File: config.mk
export PLATFORM = sky130hd
export DESIGN_NAME = svdl_ofifo
export DESIGN_NICKNAME = d
export VERILOG_FILES = /design/src/hdl/smoothed_variable_delay_line_core_assert.svh /design/src/hdl/svdl_pkg.sv /design/src/hdl/svdl_ofifo.sv
export SDC_FILE = /design/constraint.sdc
export NUM_CORES = 1
export LEC_CHECK = 0
export ABC_AREA = 1
export BUFFER_PORTS_ARGS = -buffer_cell sky130_fd_sc_hd__buf_4
export CORE_AREA = 2 2 73 82
export CTS_BUF_LIST = sky130_fd_sc_hd__clkbuf_16
export DETAILED_ROUTE_END_ITERATION = 8
export DIE_AREA = 0 0 75 84
export PLACE_DENSITY = 0.76
export SYNTH_ARGS = -nofsm -noshare
export SYNTH_HDL_FRONTEND = slang
export SYNTH_SLANG_ARGS = --single-unit
File: constraint.sdc
create_clock -name clk -period 2.3 [get_ports clk]
set_input_delay 0.345 -clock clk [delete_from_list [all_inputs] [get_ports clk]]
set_output_delay 0.345 -clock clk [all_outputs]
set_load 0.03 [all_outputs]
File: src/hdl/smoothed_variable_delay_line_core_assert.svh
// Assertion macros for the smoothed variable delay line core.
`ifndef SMOOTHED_VARIABLE_DELAY_LINE_CORE_ASSERT_SVH
`define SMOOTHED_VARIABLE_DELAY_LINE_CORE_ASSERT_SVH

`ifndef ASSERT_OFF

`define SVDL_ASSERT_IMPL(name, ante, cons, msg) \
    name: assert property (@(posedge clk) disable iff (!rst_n) (ante) |-> (cons)) \
        else $error(msg);

`define SVDL_ASSERT_NEXT(name, ante, cons, msg) \
    name: assert property (@(posedge clk) disable iff (!rst_n) (ante) |=> (cons)) \
        else $error(msg);

`else

`define SVDL_ASSERT_IMPL(name, ante, cons, msg)

`define SVDL_ASSERT_NEXT(name, ante, cons, msg)

`endif

`endif

File: src/hdl/svdl_pkg.sv
// Shared constants for the smoothed variable delay line core.
package svdl_pkg;

    localparam int DEPTH_LOG2_DEF  = 17;
    localparam int SAMPLE_BITS_DEF = 16;

    localparam int SAMPLE_W    = 16;
    localparam int REQ_W       = 17;
    localparam int COEF_W      = 17;
    localparam int FRAC_BITS   = 16;
    localparam int IN_TDATA_W  = 40;
    localparam int OUT_TDATA_W = 16;

    localparam logic [COEF_W-1:0] COEF_ONE   = 17'd65536;
    localparam logic [COEF_W-1:0] COEF_RESET = 17'd655;

    localparam int RESET_DELAY = 10000;
    localparam int ROUND_HALF  = 32768;

    localparam int OFIFO_ADDR_W = 2;
    localparam int OFIFO_DEPTH  = 1 << OFIFO_ADDR_W;

endpackage

File: src/hdl/svdl_ofifo.sv
// Small output queue that decouples the pipeline from the result receiver.
module svdl_ofifo
    import svdl_pkg::*;
#(
    parameter int DATA_W = OUT_TDATA_W,
    parameter int ADDR_W = OFIFO_ADDR_W
)
(
    input  logic              clk,
    input  logic              rst_n,
    input  logic              push,
    input  logic [DATA_W-1:0] push_data,
    output logic              out_valid,
    input  logic              out_ready,
    output logic [DATA_W-1:0] out_data,
    output logic [ADDR_W:0]   count
);

    logic [DATA_W-1:0] slot_reg [1 << ADDR_W];
    logic [ADDR_W-1:0] head_reg;
    logic [ADDR_W-1:0] head_next;
    logic [ADDR_W-1:0] tail_reg;
    logic [ADDR_W-1:0] tail_next;
    logic [ADDR_W:0]   count_reg;
    logic [ADDR_W:0]   count_next;
    logic              pop;

    assign out_valid = (count_reg != '0);
    assign pop       = out_valid & out_ready;
    assign out_data  = slot_reg[head_reg];
    assign count     = count_reg;

    always_comb
    begin
        head_next  = pop  ? head_reg + 1'b1 : head_reg;
        tail_next  = push ? tail_reg + 1'b1 : tail_reg;
        count_next = count_reg;
        if (push && !pop)
        begin
            count_next = count_reg + 1'b1;
        end
        else if (pop && !push)
        begin
            count_next = count_reg - 1'b1;
        end
    end

    always_ff @(posedge clk or negedge rst_n)
    begin
        if (!rst_n)
        begin
            head_reg  <= '0;
            tail_reg  <= '0;
            count_reg <= '0;
        end
        else
        begin
            head_reg  <= head_next;
            tail_reg  <= tail_next;
            count_reg <= count_next;
        end
    end

    always_ff @(posedge clk)
    begin
        if (push)
        begin
            slot_reg[tail_reg] <= push_data;
        end
    end

endmodule

==> flow_summary_export.csv, run 1 <==
group,metric,value,unit
outcome,status,"finished, final reports clean",
drt,routedWlPerCell,12.6,µm
logic_synthesis,ys_seq_area_frac,0.700,
setup_path,rrSetupSlack,0.46,ns
clocking,cts_sinks,71,
die,initial_core_util,0.540,
clocking,htree_levels,3,
hold_path,min_delay_path_depth,1,
drt,wl,4650,µm
cells_and_area,nNetsFinal,313,
placed_design,io_buffers,39,
clocking,clk_path_buf_depth,2,
logic_synthesis,ys_warn_count,0,
power,ir_drop,0.000918,V
die,core_area,0.00555,mm²
drt,drtIter0Drc,77,
sta,rsz0062_at_grt,"false",
sta,hold_viol,0,
sta,max_slew.worst_pin.slew,0.418,ns
drt,postRouteAntennaNets,0,
hold_path,min_path_type,"primary input to register",
setup_path,r2r_cells,10,
die,fp-row-count,29,
die,ios,40,
placed_design,place_area,0.00335,mm²
clocking,insertion_delay,0.32,ns
setup_path,startpoint_type,"register",
grt,grt_pass1_vias,1755,
cells_and_area,final_common_cell,"nand2_1",
grt,grt_pass1_wl,7800,µm
power,cellLeakagePower,1.59,nW
logic_synthesis,synth_nets,267,
setup_path,setup.worst_path.start,"head_reg[0]$_DFFE_PN0P_",
drt,dr.pass1.iters,4,
placed_design,placed_cells,352,
clocking,cts-root-buf,"clkbuf_16",
sta,relSlewSlack,0.721,
grt,grt_max_degree,41,
die,die_h,84,µm
logic_synthesis,synth.distinct_cells,19,
drt,drc,0,
cells_and_area,diodes,0,
clocking,cts_resized,0,
drt,num_vias,1788,
grt,track_usage,0.174,
sta,period_share,0.909,
cells_and_area,final_area,0.00367,mm²
clocking,cts_buffers,9,
setup_path,end_kind,"output pin",
setup_path,crit_arrival,1.75,ns
setup_path,timing.rr.start,"count[0]$_DFFE_PN0P_",
placed_design,place_congestion,0.671,
grt,antenna_found_initial,0,
cells_and_area,largest_register_ffs,64,
sta,setup_viol,0,
power,p_per_area,1430,mW/mm²
cells_and_area,final_layout_size_suffix_gt1_frac,0.212,
grt,gr-total-overflow,0,
setup_path,reg2reg_to,"count[2]$_DFFE_PN0P_",
sta,finalMaxSlewViolations,0,
die,die-width,75,µm
logic_synthesis,ys_ff_latch,71,
sta,fin_skew,0.00421,ns
clocking,cts_tree,"yes",
clocking,clkTransAtPathRegs,0.05,ns
sta,fin_tns_setup,0,ns
cells_and_area,layoutNonFillerInstCount,369,
setup_path,cp.required,1.96,ns
cells_and_area,syn2layout_area_growth,22.5,%
logic_synthesis,syn_avg_cell_area,12.4,µm²
logic_synthesis,synthCells,241,
cells_and_area,final_cell_mix,"68 x nand2_1, 64 x edfxtp_1, 44 x buf_4, 43 x inv_1, 30 x o211ai_1",
setup_path,crit_fanout,40,
setup_path,crit_end,"out_data[0]",
cells_and_area,finalCoreUtilization,0.661,
logic_synthesis,syn_area,0.00300,mm²
die,design.die.area,0.00630,mm²
sta,finalCriticalPeriod,2.09,ns
sta,max_freq,478,MHz
drt,vias_per_cell,4.85,
placed_design,dp_hpwl,2780,µm
flow_run,maxCapViolCount,0,
setup_path,critical_path_class,"register to output pin",
-- cells in the mapped netlist, drive strengths merged --
cell type | number | area share
nand2 | 68 | 0.085
nand3 | 3 | 0.0050
o211ai | 32 | 0.084
clkbuf | 2 | 0.0025
xor2 | 1 | 0.0029
nand4 | 1 | 0.0021
edfxtp | 64 | 0.64
dfrtp | 7 | 0.058
nor2 | 1 | 0.0013
inv | 45 | 0.056
fa | 1 | 0.0067
buf | 9 | 0.029
o21ai | 1 | 0.0017
ha | 5 | 0.021
xnor2 | 1 | 0.0029
-- layout make-up --
type	count	area, µm²
Sequential cell	71	2100
Fill cell	380	1880
Multi-Input combinational cell	114	636
Timing Repair Buffer	46	360
Clock buffer	9	225
Inverter	45	169
Tap cell	77	96.3
Clock inverter	7	87.6
-- report_power, final --
part	switching (mW)	total, mW	internal [mW]
registers	0.104	1.81	1.71
clock network	0.464	1.40	0.937
logic	1.33	2.03	0.696
total	1.90	5.24	3.34
-- metrics by stage --
stage	hold slack (ns)	setup WS, ns	power, mW
after floorplan	0.0494	0.303	3.29
after global placement	0.162	0.532	3.83
after detailed placement	0.164	0.520	3.87
after CTS	0.211	0.191	5.30
after global routing	0.209	0.0651	5.55
final	0.221	0.210	5.24
-- what timing repair did --
item,in CTS,in global routing
hold buffers,1,0
hold endpoints to repair,7,0
buffers inserted,0,0
-- cells by family (layout without fill, tap and decap cells) --
family / Yosys count / count (layout) / synth area share
fa+ha+maj: 6 / 6 / 0.0276
simple gates: 73 / 73 / 0.0935
buf+inv: 56 / 107 / 0.0881
flops: 71 / 71 / 0.700
xor+xnor: 2 / 2 / 0.00585
compound gates: 33 / 33 / 0.0852
-- worst max-delay path, stage by stage, from the launching register on --
cell and delay, ns:
dfrtp_1 0.40, inv_2 0.33, buf_12 0.25, nand2_1 0.08, o211ai_1 0.10, nand2_1 0.08
buf_4 0.17
-- worst min-delay path by stage --
stage | from | to | slack [ns]
2_1_floorplan | rst_n | count[0]$_DFFE_PN0P_ | 0.05
3_3_place_gp | rst_n | tail_reg[1]$_DFFE_PN0P_ | 0.16
3_5_place_dp | rst_n | count[2]$_DFFE_PN0P_ | 0.16
4_1_cts | push_data[0] | slot_reg[3][0]$_DFFE_PP_ | 0.21
5_1_grt | push_data[2] | slot_reg[0][2]$_DFFE_PP_ | 0.21
6_report | push_data[0] | slot_reg[0][0]$_DFFE_PP_ | 0.22
-- per-layer routing --
layer / wire length [µm] / up-vias / global-route usage
met3: 322 / 11 / 0.0688
met1: 1780 / 818 / 0.190
met4: 72 / 0 / 0.0779
li1: - / 911 / -
met2: 2470 / 48 / 0.290
met5: 0 / - / 0
(Power assumes the default switching activity.)
==> run 2: changes to the inputs <==
GPL_ROUTABILITY_DRIVEN = 0   (was default)
RECOVER_POWER = 25   (was default)
==> flow_summary_export.csv, run 2 (synthesized netlist as in run 1, its figures left out) <==
group,metric,value,unit
outcome,status,"finished, final reports clean",
drt,vias_per_cell,4.82,
drt,routed-wl-met3,348,µm
sta,setup_viol,0,
sta,finalCriticalPeriod,2.09,ns
setup_path,critPathMaxStageDelay,0.40,ns
grt,track_usage,0.174,
cells_and_area,syn2layout_area_growth,21.1,%
sta,fin_skew,0.00450,ns
clocking,clkTransAtPathRegs,0.05,ns
drt,top_layer_used,"met4",
hold_path,min_path_type,"primary input to register",
setup_path,startpoint_type,"register",
drt,drtIter0Drc,91,
setup_path,cp_cell_sequence,"inv_2 -> buf_12 -> nand2_1 -> o211ai_1 -> nand2_1 -> buf_4",
grt,antenna_found_initial,0,
setup_path,cp_top_family,"buffers and inverters",
setup_path,crit_arrival,1.74,ns
grt,gr-total-overflow,0,
die,die-width,75,µm
die,die_h,84,µm
clocking,cts-root-buf,"clkbuf_16",
clocking,post_cts_buffers,0,
sta,period_share,0.908,
sta,hold_viol,0,
drt,wl_met2,2460,µm
power,cellLeakagePower,1.55,nW
die,core_area,0.00555,mm²
setup_path,cp_slowest_cell,"dfrtp_1",
drt,num_vias,1779,
cells_and_area,largest_register_ffs,64,
cells_and_area,final_common_cell,"nand2_1",
sta,relSlewSlack,0.719,
setup_path,crit_fanout,40,
cells_and_area,final_cell_mix,"68 x nand2_1, 64 x edfxtp_1, 43 x inv_1, 33 x buf_4, 30 x o211ai_1",
cells_and_area,finalCoreUtilization,0.654,
clocking,cts_sinks,71,
drt,drt-met1-wl,1770,µm
setup_path,crit_buf_inv,3,
cells_and_area,final_layout_size_suffix_gt1_frac,0.175,
cells_and_area,diodes,0,
cells_and_area,seqCellArea,0.00210,mm²
clocking,clk_path_buf_depth,2,
power,ir_drop,0.000917,V
setup_path,critical_path_class,"register to output pin",
power,p_per_area,1440,mW/mm²
power,finalPower,5.23,mW
clocking,cts_tree,"yes",
placed_design,dp_hpwl,2780,µm
die,initial_core_util,0.540,
sta,max_freq,479,MHz
die,ios,40,
sta,finalMaxSlewViolations,0,
die,fp-row-count,29,
clocking,insertion_delay,0.32,ns
sta,holdWs,0.220,ns
setup_path,cp.required,1.96,ns
cells_and_area,multiInputGateArea,636,µm²
die,design.die.area,0.00630,mm²
placed_design,place_ws,0.520,ns
setup_path,end_kind,"output pin",
clocking,cts_resized,0,
grt,grt_pass1_wl,7800,µm
grt,grt_max_degree,41,
clocking,htree_levels,3,
setup_path,cpMostUsedCell,"nand2_1",
sta,rsz0062_at_grt,"false",
drt,wl,4630,µm
flow_run,maxCapViolCount,0,
drt,postRouteAntennaNets,0,
drt,dr.pass1.iters,4,
placed_design,io_buffers,39,
clocking,cts_buffers,9,
drt,drc,0,
sta,max_slew.worst_pin.slew,0.420,ns
drt,routedWlPerCell,12.5,µm
cells_and_area,fill_cells,392,
cells_and_area,nNetsFinal,313,
sta,timing.final.ws_setup,0.211,ns
grt,grt_pass1_vias,1755,
sta,fin_tns_setup,0,ns
[run 2: layout make-up]
| type | count | share of cell area |
|---|---|---|
| Clock buffer | 9 | 0.0620 |
| Clock inverter | 7 | 0.0241 |
| Inverter | 45 | 0.0465 |
| Multi-Input combinational cell | 114 | 0.175 |
| Sequential cell | 71 | 0.578 |
| Tap cell | 77 | 0.0265 |
| Timing Repair Buffer | 46 | 0.0879 |
[run 2: stage by stage]
stage | instances | instance area [µm²]
4_1_cts | 369 | 3670
3_5_place_dp | 352 | 3350
2_1_floorplan | 241 | 3000
5_1_grt | 369 | 3630
6_report | 369 | 3630
3_3_place_gp | 352 | 3350
[run 2: power by group]
group          leakage [nW]  internal [mW]  switching [mW]
clock                 0.148          0.937           0.465
combinational         0.728          0.688            1.33
sequential            0.672           1.71           0.104
total                  1.55           3.33            1.90
[run 2: repair_timing]
item / CTS / global route
hold endpoints to repair: 7 / 0
hold buffers: 1 / 0
endpoints found under the setup margin: 0 / 0
[run 2: worst paths after layout]
check / from / to / slack, ns / cells after the start
worst max-delay path: head_reg[0]$_DFFE_PN0P_ / out_data[0] / 0.21 / 6
worst min-delay path: push_data[7] / slot_reg[0][7]$_DFFE_PP_ / 0.22 / 1
worst max register to register: count[0]$_DFFE_PN0P_ / count[2]$_DFFE_PN0P_ / 0.46 / 10
worst min register to register: count[2]$_DFFE_PN0P_ / count[2]$_DFFE_PN0P_ / 0.53 / 2
max in group asynchronous: rst_n / head_reg[0]$_DFFE_PN0P_ / 1.80 / 2
min in group asynchronous: rst_n / count[2]$_DFFE_PN0P_ / 0.37 / 2
[run 2: metal layers]
| layer | up-vias | GRT usage |
|---|---|---|
| li1 | 910 | - |
| met1 | 808 | 0.190 |
| met2 | 51 | 0.290 |
| met3 | 10 | 0.0688 |
| met4 | 0 | 0.0779 |
| met5 | - | 0 |
==> run 3: changes to the inputs <==
PLACE_DENSITY = default   (was 0.76)
PLACE_DENSITY_LB_ADDON = 0.1   (was default)
==> flow_summary_export.csv, run 3 (synthesized netlist as in run 1, its figures left out) <==
group,metric,value,unit
setup_path,crit_end,"out_data[1]",
sta,fin_skew,0.00256,ns
setup_path,cpMostUsedCell,"nand2_1",
grt,track_usage,0.185,
setup_path,timing.rr.start,"count[0]$_DFFE_PN0P_",
sta,relSlewSlack,0.727,
drt,num_vias,1798,
power,power_frac_clock,0.284,
clocking,cts_buffers,9,
clocking,cts-root-buf,"clkbuf_16",
drt,vias_per_cell,4.87,
cells_and_area,syn2layout_area_growth,21.8,%
placed_design,placed_cells,352,
sta,setup_viol,0,
clocking,insertion_delay,0.31,ns
flow_run,maxCapViolCount,0,
die,ios,40,
placed_design,place_ws,0.489,ns
placed_design,place_area,0.00335,mm²
setup_path,r2r_cells,10,
drt,postRouteAntennaNets,0,
drt,dr.pass1.iters,4,
placed_design,io_buffers,39,
cells_and_area,final_area,0.00365,mm²
cells_and_area,seqCellArea,0.00210,mm²
power,pwr-share-comb,0.377,
clocking,clk_path_buf_depth,2,
power,power.switching,1.93,mW
die,initial_core_util,0.540,
drt,drtIter0Drc,99,
cells_and_area,final_layout_size_suffix_gt1_frac,0.175,
cells_and_area,layoutNonFillerInstCount,369,
outcome,status,"finished, final reports clean",
sta,max_slew.worst_pin.slew,0.409,ns
cells_and_area,final_common_cell,"nand2_1",
setup_path,cp.depth,6,
grt,grt_max_degree,45,
drt,drc,0,
grt,use_met3,0.0507,
power,cellLeakagePower,1.56,nW
setup_path,cp_top_family,"buffers and inverters",
drt,wl,5140,µm
cells_and_area,nNetsFinal,313,
grt,top_usage_layer,"met2",
cells_and_area,multiInputGateArea,636,µm²
setup_path,reg2reg_to,"count[2]$_DFFE_PN0P_",
setup_path,rrSetupSlack,0.47,ns
power,seqPwrFrac,0.339,
grt,grt_pass1_vias,1753,
setup_path,crit_buf_inv,3,
sta,fin_tns_setup,0,ns
die,die_h,84,µm
power,finalPower,5.37,mW
die,fp-row-count,29,
setup_path,critPathMaxStageDelay,0.40,ns
cells_and_area,diodes,0,
clocking,cts_resized,0,
power,p_per_area,1470,mW/mm²
grt,met2_usage,0.289,
grt,grt_pass1_wl,8420,µm
setup_path,cp.required,1.96,ns
power,ir_drop,0.000788,V
hold_path,min_path_type,"primary input to register",
power,internal_power,3.44,mW
clocking,htree_levels,3,
die,design.die.area,0.00630,mm²
sta,finalCriticalPeriod,2.06,ns
die,core_area,0.00555,mm²
sta,timing.final.ws_setup,0.237,ns
grt,antenna_found_initial,0,
drt,routedWlPerCell,13.9,µm
setup_path,setup.worst_path.start,"head_reg[0]$_DFFE_PN0P_",
die,die-width,75,µm
sta,max_freq,485,MHz
cells_and_area,final_cell_mix,"68 x nand2_1, 64 x edfxtp_1, 44 x inv_1, 32 x buf_4, 30 x o211ai_1",
setup_path,critical_path_class,"register to output pin",
sta,period_share,0.897,
cells_and_area,fill_cells,416,
sta,hold_viol,0,
clocking,post_cts_buffers,0,
clocking,cts_sinks,71,
setup_path,startpoint_type,"register",
power,swShare,0.359,
sta,finalMaxSlewViolations,0,
clocking,clkTransAtPathRegs,0.05,ns
clocking,cts_tree,"yes",
sta,rsz0062_at_grt,"false",
grt,grtUsageMet1,0.251,
setup_path,cp_cell_sequence,"inv_2 -> buf_12 -> nand2_1 -> o211ai_1 -> nand2_1 -> buf_4",
setup_path,crit_arrival,1.72,ns
setup_path,crit_fanout,44,
placed_design,dp_hpwl,3170,µm
grt,gr-total-overflow,0,
setup_path,end_kind,"output pin",
setup_path,cp_slowest_cell,"dfrtp_1",
cells_and_area,largest_register_ffs,64,
-- run 3: how the worst min path moves through the flow --
stage | startpoint | end | slack (ns) | depth (start not counted)
floorplan | rst_n | count[0]$_DFFE_PN0P_ | 0.05 | 0
finish | push_data[14] | slot_reg[1][14]$_DFFE_PP_ | 0.24 | 1
global placement | rst_n | count[1]$_DFFE_PN0P_ | 0.16 | 1
global route | push_data[14] | slot_reg[2][14]$_DFFE_PP_ | 0.23 | 1
CTS | push_data[1] | slot_reg[1][1]$_DFFE_PP_ | 0.22 | 1
detailed placement | rst_n | count[1]$_DFFE_PN0P_ | 0.16 | 1
-- run 3: what timing repair did --
item,4_1_cts,5_1_grt
endpoints found under the hold margin,7,0
setup endpoints to repair,0,0
hold buffers,1,0
-- run 3: per-layer routing --
layer / part of all wire / up-vias
met2: 0.50 / 40
met5: 0 / -
met1: 0.46 / 846
met4: 0.0068 / 0
met3: 0.040 / 2
li1: - / 910
-- run 3: layout make-up --
cell class / instances / share of cell area
tap: 77 / 0.0264
multi-input combinational: 114 / 0.174
clock buffer: 9 / 0.0617
inverter: 45 / 0.0463
clock inverter: 7 / 0.0308
timing repair buffer: 46 / 0.0864
sequential: 71 / 0.574
-- run 3: power by group through the flow --
stage / Combinational, mW / Clock [mW] / Sequential (mW)
3_3_place_gp: 2.02 / 0 / 1.84
5_1_grt: 2.24 / 1.61 / 1.85
3_5_place_dp: 2.04 / 0 / 1.84
2_1_floorplan: 1.42 / 0 / 1.87
4_1_cts: 2.06 / 1.55 / 1.82
6_report: 2.02 / 1.52 / 1.82
-- run 3: metrics by stage --
| stage | utilization | hold WS [ns] |
|---|---|---|
| finish | 0.658 | 0.236 |
| global route | 0.658 | 0.231 |
| CTS | 0.666 | 0.219 |
| detailed placement | 0.603 | 0.164 |
| global placement | 0.603 | 0.163 |
| floorplan | - | 0.0494 |
-- run 3: worst register-to-register path: cells and delay by family, from the launching register on --
family,cells,cell delay [ns]
adder cells (fa/ha/maj),2,0.55
buffers and inverters,1,0.06
AND/OR/NAND/NOR,7,0.67
flip-flops,1,0.44
